`src/rtl/core/ppp_pkg.sv`:
```
// ----------------------------------------------------------------------------
// ppp_pkg
// Shared types, constants and arithmetic helpers for the pose point projection
// block: payload structs, configuration register codes, divider step logic.
// ----------------------------------------------------------------------------
package ppp_pkg;

    localparam int COORD_W   = 32;
    localparam int COEF_W    = 16;
    localparam int PROD_W    = COEF_W + COORD_W;
    localparam int ROW_W     = 50;
    localparam int MAG_W     = ROW_W;
    localparam int FRAC_W    = 16;
    localparam int QUO_W     = 32;
    localparam int CFG_W     = 48;
    localparam int CFG_IDX_W = 3;
    localparam int ONE_SHIFT = 14;

    localparam int QUEUE_DEPTH_DEF = 4;

    localparam logic [CFG_W-1:0] ROT_ROW0_RST = 48'h0000_0000_4000;
    localparam logic [CFG_W-1:0] ROT_ROW1_RST = 48'h0000_4000_0000;
    localparam logic [CFG_W-1:0] ROT_ROW2_RST = 48'h4000_0000_0000;

    localparam logic [QUO_W-1:0] POS_LIMIT = 32'h7FFF_FFFF;
    localparam logic [QUO_W-1:0] NEG_LIMIT = 32'h8000_0000;

    typedef enum logic [CFG_IDX_W-1:0] {
        CFG_ROT_ROW0 = 3'd0,
        CFG_ROT_ROW1 = 3'd1,
        CFG_ROT_ROW2 = 3'd2,
        CFG_TRANS_X  = 3'd3,
        CFG_TRANS_Y  = 3'd4,
        CFG_TRANS_Z  = 3'd5
    } cfg_reg_t;

    typedef struct packed {
        logic signed [COORD_W-1:0] point_x;
        logic signed [COORD_W-1:0] point_y;
        logic signed [COORD_W-1:0] point_z;
    } point_t;

    typedef struct packed {
        logic signed [COORD_W-1:0] image_u;
        logic signed [COORD_W-1:0] image_v;
        logic                      zero_depth;
        logic                      saturated;
    } result_t;

    typedef struct packed {
        logic [CFG_W-1:0]          rot_row0;
        logic [CFG_W-1:0]          rot_row1;
        logic [CFG_W-1:0]          rot_row2;
        logic signed [COORD_W-1:0] trans_x;
        logic signed [COORD_W-1:0] trans_y;
        logic signed [COORD_W-1:0] trans_z;
    } pose_t;

    typedef struct packed {
        logic signed [ROW_W-1:0] row0;
        logic signed [ROW_W-1:0] row1;
        logic signed [ROW_W-1:0] row2;
    } rows_t;

    typedef struct packed {
        logic full;
        logic empty;
    } queue_status_t;

    typedef struct packed {
        logic [MAG_W-1:0]  rem;
        logic [FRAC_W-1:0] nbits;
        logic [QUO_W-1:0]  quo;
        logic              neg;
        logic              sat;
    } div_lane_t;

    typedef struct packed {
        div_lane_t        u;
        div_lane_t        v;
        logic [MAG_W-1:0] den;
        logic             zero;
    } div_stage_t;

    function automatic logic signed [PROD_W-1:0] mul_entry(
        input logic [COEF_W-1:0]          coef,
        input logic signed [COORD_W-1:0]  pt
    );
        logic signed [PROD_W-1:0] c_ext;
        logic signed [PROD_W-1:0] p_ext;
        c_ext = PROD_W'(signed'(coef));
        p_ext = PROD_W'(pt);
        return c_ext * p_ext;
    endfunction

    function automatic logic [MAG_W-1:0] mag_of(input logic signed [ROW_W-1:0] row);
        logic [MAG_W-1:0] raw;
        raw = MAG_W'(row);
        return row[ROW_W-1] ? (~raw + MAG_W'(1)) : raw;
    endfunction

    function automatic div_lane_t init_lane(
        input logic [MAG_W-1:0] num,
        input logic             neg,
        input logic [MAG_W-1:0] den
    );
        div_lane_t lane;
        lane.rem   = num >> FRAC_W;
        lane.nbits = num[FRAC_W-1:0];
        lane.quo   = '0;
        lane.neg   = neg;
        lane.sat   = (num >> FRAC_W) >= den;
        return lane;
    endfunction

    function automatic div_lane_t div_step(
        input div_lane_t        lane,
        input logic [MAG_W-1:0] den
    );
        div_lane_t      res;
        logic [MAG_W:0] trial;
        logic [MAG_W:0] den_ext;
        res     = lane;
        trial   = {lane.rem, lane.nbits[FRAC_W-1]};
        den_ext = {1'b0, den};
        res.nbits = lane.nbits << 1;
        if (trial >= den_ext) begin
            res.rem = MAG_W'(trial - den_ext);
            res.quo = {lane.quo[QUO_W-2:0], 1'b1};
        end else begin
            res.rem = trial[MAG_W-1:0];
            res.quo = {lane.quo[QUO_W-2:0], 1'b0};
        end
        return res;
    endfunction

    function automatic logic [QUO_W:0] finish_lane(input div_lane_t lane);
        logic [QUO_W-1:0] limit;
        logic [QUO_W-1:0] mag;
        logic             over;
        limit = lane.neg ? NEG_LIMIT : POS_LIMIT;
        over  = lane.sat || (lane.quo > limit);
        mag   = over ? limit : lane.quo;
        return {(lane.neg ? (~mag + QUO_W'(1)) : mag), over};
    endfunction

endpackage

```
`src/rtl/core/ppp_queue.sv`:
```
// ----------------------------------------------------------------------------
// ppp_queue
// Short first-in first-out queue of row triples between the front and the
// divider back end.
// ----------------------------------------------------------------------------
module ppp_queue #(
    parameter int DEPTH = ppp_pkg::QUEUE_DEPTH_DEF
) (
    input  logic                   aclk,
    input  logic                   aresetn,
    input  logic                   push,
    input  ppp_pkg::rows_t         push_data,
    input  logic                   pop,
    output ppp_pkg::rows_t         pop_data,
    output ppp_pkg::queue_status_t status
);

    localparam int PTR_W = (DEPTH > 1) ? $clog2(DEPTH) : 1;
    localparam int CNT_W = $clog2(DEPTH + 1);

    ppp_pkg::rows_t   slot_reg [DEPTH];
    logic [PTR_W-1:0] wr_ptr_reg;
    logic [PTR_W-1:0] wr_ptr_next;
    logic [PTR_W-1:0] rd_ptr_reg;
    logic [PTR_W-1:0] rd_ptr_next;
    logic [CNT_W-1:0] cnt_reg;
    logic [CNT_W-1:0] cnt_next;
    logic             do_push;
    logic             do_pop;

    assign status.full  = (cnt_reg == CNT_W'(DEPTH));
    assign status.empty = (cnt_reg == '0);
    assign do_push      = push && !status.full;
    assign do_pop       = pop && !status.empty;
    assign pop_data     = slot_reg[rd_ptr_reg];

    always_comb begin
        wr_ptr_next = wr_ptr_reg;
        rd_ptr_next = rd_ptr_reg;
        if (do_push) begin
            wr_ptr_next = (wr_ptr_reg == PTR_W'(DEPTH - 1)) ? '0 : wr_ptr_reg + PTR_W'(1);
        end
        if (do_pop) begin
            rd_ptr_next = (rd_ptr_reg == PTR_W'(DEPTH - 1)) ? '0 : rd_ptr_reg + PTR_W'(1);
        end
        cnt_next = cnt_reg + CNT_W'(do_push) - CNT_W'(do_pop);
    end

    always_ff @(posedge aclk) begin
        if (!aresetn) begin
            wr_ptr_reg <= '0;
            rd_ptr_reg <= '0;
            cnt_reg    <= '0;
        end else begin
            wr_ptr_reg <= wr_ptr_next;
            rd_ptr_reg <= rd_ptr_next;
            cnt_reg    <= cnt_next;
        end
    end

    always_ff @(posedge aclk) begin
        if (do_push) begin
            slot_reg[wr_ptr_reg] <= push_data;
        end
    end

endmodule

```
`config.mk`:
```
export PLATFORM = sky130hd
export DESIGN_NAME = ppp_queue
export DESIGN_NICKNAME = d
export VERILOG_FILES = /design/src/rtl/core/ppp_pkg.sv /design/src/rtl/core/ppp_queue.sv
export SDC_FILE = /design/constraint.sdc
export NUM_CORES = 1
export LEC_CHECK = 0
export BUFFER_PORTS_ARGS = -buffer_cell sky130_fd_sc_hd__buf_2
export CAP_MARGIN = 20
export CORE_ASPECT_RATIO = 1.5
export CORE_MARGIN = 4
export CORE_UTILIZATION = 40
export DETAILED_ROUTE_END_ITERATION = 6
export GPL_TIMING_DRIVEN = 0
export PLACE_DENSITY_LB_ADDON = 0.1
export SETUP_SLACK_MARGIN = 0.15
export SKIP_LAST_GASP = 1
export SLEW_MARGIN = 20
export SYNTH_ARGS = -nofsm -noshare
export SYNTH_HDL_FRONTEND = slang
export SYNTH_SLANG_ARGS = --single-unit
```
`constraint.sdc`:
```
create_clock -name aclk -period 4.3 [get_ports aclk]
set_input_delay 0 -clock aclk [delete_from_list [all_inputs] [get_ports aclk]]
set_output_delay 0 -clock aclk [all_outputs]
set_load 0.01 [all_outputs]
```
# Yosys cells after proc, flatten, opt, wreduce, memory -nomap -nowiden
# Memory sizes are Yosys's and may differ from the RTL's. A register that Yosys moved wholly into a read port is not among the register bits.
# Cells that the tools add are included.
word_totals:
  regBits: 7
  ramBits: 600
  in_bits: 154
  output_inout_bits: 152
  elab_cells: 22
  n_memories: 1
mem_list:
  columns: ["memory", "words", "width", "read_ports", "rd_ports_with_merged_regs", "write_ports", "line", "text"]
  rows:
  - ["slot_reg", 4, 150, 1, 1, 1, "ppp_queue.sv:21", "ppp_pkg::rows_t slot_reg [DEPTH];"]
op_classes:
  add_sub_neg: 4
  n_eq_ne: 3
  muxes: 6
  n_reduce_logical: 5
ops:
  columns: ["operator", "count"]
  rows:
  - ["2-to-1 mux 2 bit", 4]
  - ["adder 2 x 1 -> 2 bit, second input constant", 2]
  - ["equality test 2 bit, second input constant", 2]
  - ["adder 3 x 1 -> 3 bit", 1]
  - ["equality test 3 bit, second input constant", 1]
  - ["zero test 3 bit", 1]
  - ["subtractor 3 x 1 -> 3 bit", 1]
  - ["logical AND 1 bit", 2]
  - ["zero test 1 bit", 2]
  - ["2-to-1 mux 1 bit", 2]

# Longest topological paths before layout
depth:
  depth_word: 5
  mapped_depth: 11
  ltp_nobuf: 10

# Worst setup path after synthesis
# OpenSTA, ideal clock, no wires.
synth_timing:
  path_type: "flip-flop to flip-flop"
  start: "register cnt_reg[2]"
  end: "memory slot_reg[1][0] in the netlist's numbering, enable pin"
  setup_time_ns: 0.528
  arrival_time_ns: 4.308
  required_ns: 3.772
  path_slack_ns: -0.536
  path_stages_with_launch: 5
  path_buffers: 1
  period_less_slack_ns: 4.836
  cell_sequence: "dfxtp_1 > nor3b_1 > nor2b_1 > clkbuf_1 > and2_1"
synth_lines:
  columns: ["element", "line", "text"]
  rows:
  - ["start: declaration", "ppp_queue.sv:26", "logic [CNT_W-1:0] cnt_reg;"]
  - ["start signal: assignment", "ppp_queue.sv:57", "cnt_reg <= cnt_next;"]
  - ["end: declaration", "ppp_queue.sv:21", null]

==> out/results.md <==
| Item | Reported | Unit |
|---|---|---|
| Result of the run | complete, no violations | - |
| Antenna Nets Post-Route | 0 | - |
| Final-layout worst hold slack | 0.148 | ns |
| Via count of the first global-routing pass | 11776 | - |
| Startpoint Class | flop | - |
| Critical path fanouts, max | 10 | - |
| Synth-to-layout area growth | 27.6 | % |
| Clock tree buffer depth | 3 | - |
| Required time worst endpoint | 4.30 | ns |
| Initial Util | 0.404 | - |
| Number of fill cells in the layout | 4395 | - |
| Sequential-to-total area share from yosys stat | 0.823 | - |
| DRC marker count from the first detailed-route iteration | 456 | - |
| Relative slew margins | 0.391 | - |
| Routability cong. | 0.701 | - |
| Buffers plus inverters on the worst setup path | 4 | - |
| Yosys top cell area share | 0.815 | - |
| Number of antenna violations at the first check in global routing | 3 | - |
| Count of cell types in the netlist | 20 | - |
| Top cell type by total area after synthesis | sky130_fd_sc_hd__edfxtp_1 | - |
| Vias | 10558 | - |
| Pwr dens | 560 | nW/um2 |
| Final setup violation count | 0 | - |
| Number of H-tree branching levels | 2 | - |
| Clock tree from TritonCTS | yes | - |
| Cell chosen for the clock root | sky130_fd_sc_hd__clkbuf_16 | - |
| Most used cells in the layout excluding fill and tap cells | sky130_fd_sc_hd__edfxtp_1, sky130_fd_sc_hd__buf_2, sky130_fd_sc_hd__dlygate4sd3_1 | - |
| Pleak | 9.56 | nW |
| Worst slew pin tran | 0.914 | ns |
| Final worst setup slack | 1.48 | ns |
| Setup WS pre-CTS | 1.85 | ns |
| Total routing usage reported by global routing | 0.162 | - |
| Highest attainable clock frequency | 355 | MHz |
| Half-perimeter wire length after placement | 30200 | um |
| Critical Path Slowest Stage Cell | sky130_fd_sc_hd__clkbuf_1 | - |
| Final hold viol count | 0 | - |
| RSZ-0062 raised after global routing | false | - |
| Cts bufs inserted | 57 | - |
| Die area | 59200 | um2 |
| Total nets after synthesis | 999 | - |
| Multi-input logic area | 3650 | um2 |
| Drt pass-1 iters | 4 | - |
| Pin count of the biggest net entering global routing | 40 | - |
| Insertion delay to the later sink of the worst-skew pair | 0.60 | ns |
| Aggregate routed wire length | 48000 | um |
| Crit path kind | reg2out | - |
| Core Footprint | 54700 | um2 |
| Max-cap violations | 0 | - |
| Kind of cell with the highest combined delay on the critical path | buffers and inverters | - |
| Worst clock skew | 0.0180 | ns |
| Post-cts repair resize count | 0 | - |
| Final min period | 2.82 | ns |
| Row cnt | 105 | - |
| Clock Sink Count | 609 | - |
| Remaining global-route overflow | 0 | - |
| Avg Synthesized Cell Area | 26.4 | um2 |
| Most frequent standard cell in the layout excluding fill and tap cells | sky130_fd_sc_hd__edfxtp_1 | - |
| Worst-path cell chain | buf_2 -> clkbuf_1 -> buf_2 -> mux4_2 -> buf_2 | - |
| HP Class | in2reg | - |
| Critical path's largest stage delay | 0.71 | ns |
| Worst endpoint data arrival time | 2.82 | ns |
| Overall die width | 200 | um |
| Count of input and output buffers | 305 | - |
| Peak supply drop | 0.426 | mV |
| Top-level I/O count | 306 | - |
| Die height | 296 | um |
| Share of cells above drive strength 1 | 0.411 | - |
| Nets | 1533 | - |
| Biggest area contributors in the synthesized netlist | sky130_fd_sc_hd__edfxtp_1, sky130_fd_sc_hd__mux4_2, sky130_fd_sc_hd__dfxtp_1 | - |
| Library cell appearing most often on the critical path | sky130_fd_sc_hd__buf_2 | - |
| Kind of end point of the critical path | output port | - |
| Clock-pin slew on the worst setup and hold paths | 0.06 | ns |
| Syn Inst Count | 837 | - |
| Count of yosys warnings during synthesis | 0 | - |
| Wire length of the first global-routing pass | 72000 | um |
| Via-to-Cell Ratio | 4.99 | - |
| Detailed-route wire length per cell | 22.7 | um |
| Count of unresolved DRC violations after routing | 0 | - |
| Synthesized cell area | 22100 | um2 |
| Combined flip-flop and latch cell area | 18200 | um2 |
| Final period utilization | 0.656 | - |
| Number of max-slew violations in the final report | 0 | - |
| Number of flip-flops under the largest register name | 600 | - |
| Count of state elements after synthesis | 609 | - |
## per-stage QoR
stage | std cells | power, mW | setup TNS [ns] | cell area (um2) | utilization
after detailed placement | 1853 | 11.1 | 0 | 24900 | 0.455
after floorplan | 837 | 9.59 | 0 | 22100 | -
after CTS | 2112 | 16.1 | 0 | 28200 | 0.516
after global routing | 2112 | 16.5 | 0 | 28200 | 0.516
after global placement | 1837 | 11.1 | -417.34 | 24500 | 0.448
final | 2114 | 15.8 | 0 | 28200 | 0.516
## routing by layer
layer,wire (um),up-vias,part of all wire,global-route usage
met5,13,-,0.00027,0
met4,1140,2,0.024,0.0449
met1,19000,5508,0.40,0.201
li1,-,4687,-,-
met2,25100,276,0.52,0.281
met3,2780,85,0.058,0.0417
## worst paths after layout
path         slack [ns]                          to  cells past startpoint                        from
max reg2reg        1.85       cnt_reg[2]$_SDFF_PN0_                     11       cnt_reg[2]$_SDFF_PN0_
min reg2reg        0.50  wr_ptr_reg[1]$_SDFFE_PN0P_                      2  wr_ptr_reg[1]$_SDFFE_PN0P_
min                0.15  slot_reg[0][142]$_DFFE_PP_                      2              push_data[142]
max                1.48                pop_data[39]                      5                        flop
## kinds of logic after synthesis
kind of cell | share of synthesized area
flip-flops | 0.823
multiplexers | 0.154
buffers and inverters | 0.0120
AND/OR/NAND/NOR | 0.00464
adder cells (fa/ha/maj) | 0.00487
AO/OA/AOI/OAI | 0.000793
XOR/XNOR | 0.000793
## cell usage after synthesis
master,number
sky130_fd_sc_hd__dfxtp_1,9
sky130_fd_sc_hd__xnor2_1,2
sky130_fd_sc_hd__and2_1,7
sky130_fd_sc_hd__o21ai_0,2
sky130_fd_sc_hd__nor3_1,1
sky130_fd_sc_hd__nor3b_1,1
sky130_fd_sc_hd__nand2_1,6
sky130_fd_sc_hd__o31ai_1,1
sky130_fd_sc_hd__inv_1,7
sky130_fd_sc_hd__mux2i_1,2
sky130_fd_sc_hd__clkbuf_1,8
sky130_fd_sc_hd__buf_2,17
sky130_fd_sc_hd__nor2b_1,1
sky130_fd_sc_hd__buf_6,11
sky130_fd_sc_hd__nor2_1,2
sky130_fd_sc_hd__ha_1,7
sky130_fd_sc_hd__edfxtp_1,600
sky130_fd_sc_hd__mux4_2,150
sky130_fd_sc_hd__nand3_1,2
sky130_fd_sc_hd__fa_1,1
## repair_timing
action,CTS,global route
hold buffers,154,0
setup buffers,0,0
hold endpoints to repair,609,0
setup endpoints to repair,0,0
## final cells by class
| class | instances | share of cell area |
|---|---|---|
| diodes | 2 | 0.000177 |
| plain buffers | 36 | 0.00847 |
| clock buffers | 75 | 0.0548 |
| clock inverters | 30 | 0.00812 |
| inverters | 7 | 0.000932 |
| multi-input cells | 185 | 0.130 |
| flip-flops and latches | 609 | 0.645 |
| well taps | 695 | 0.0308 |
| repair buffers | 475 | 0.122 |
## where the power goes
part	switching (mW)	total [mW]	internal (mW)
registers	0.127	7.33	7.21
logic	1.92	3.65	1.72
clock network	2.10	4.81	2.70
total	4.15	15.8	11.6
No activity file was read; power rests on OpenSTA's default activity.
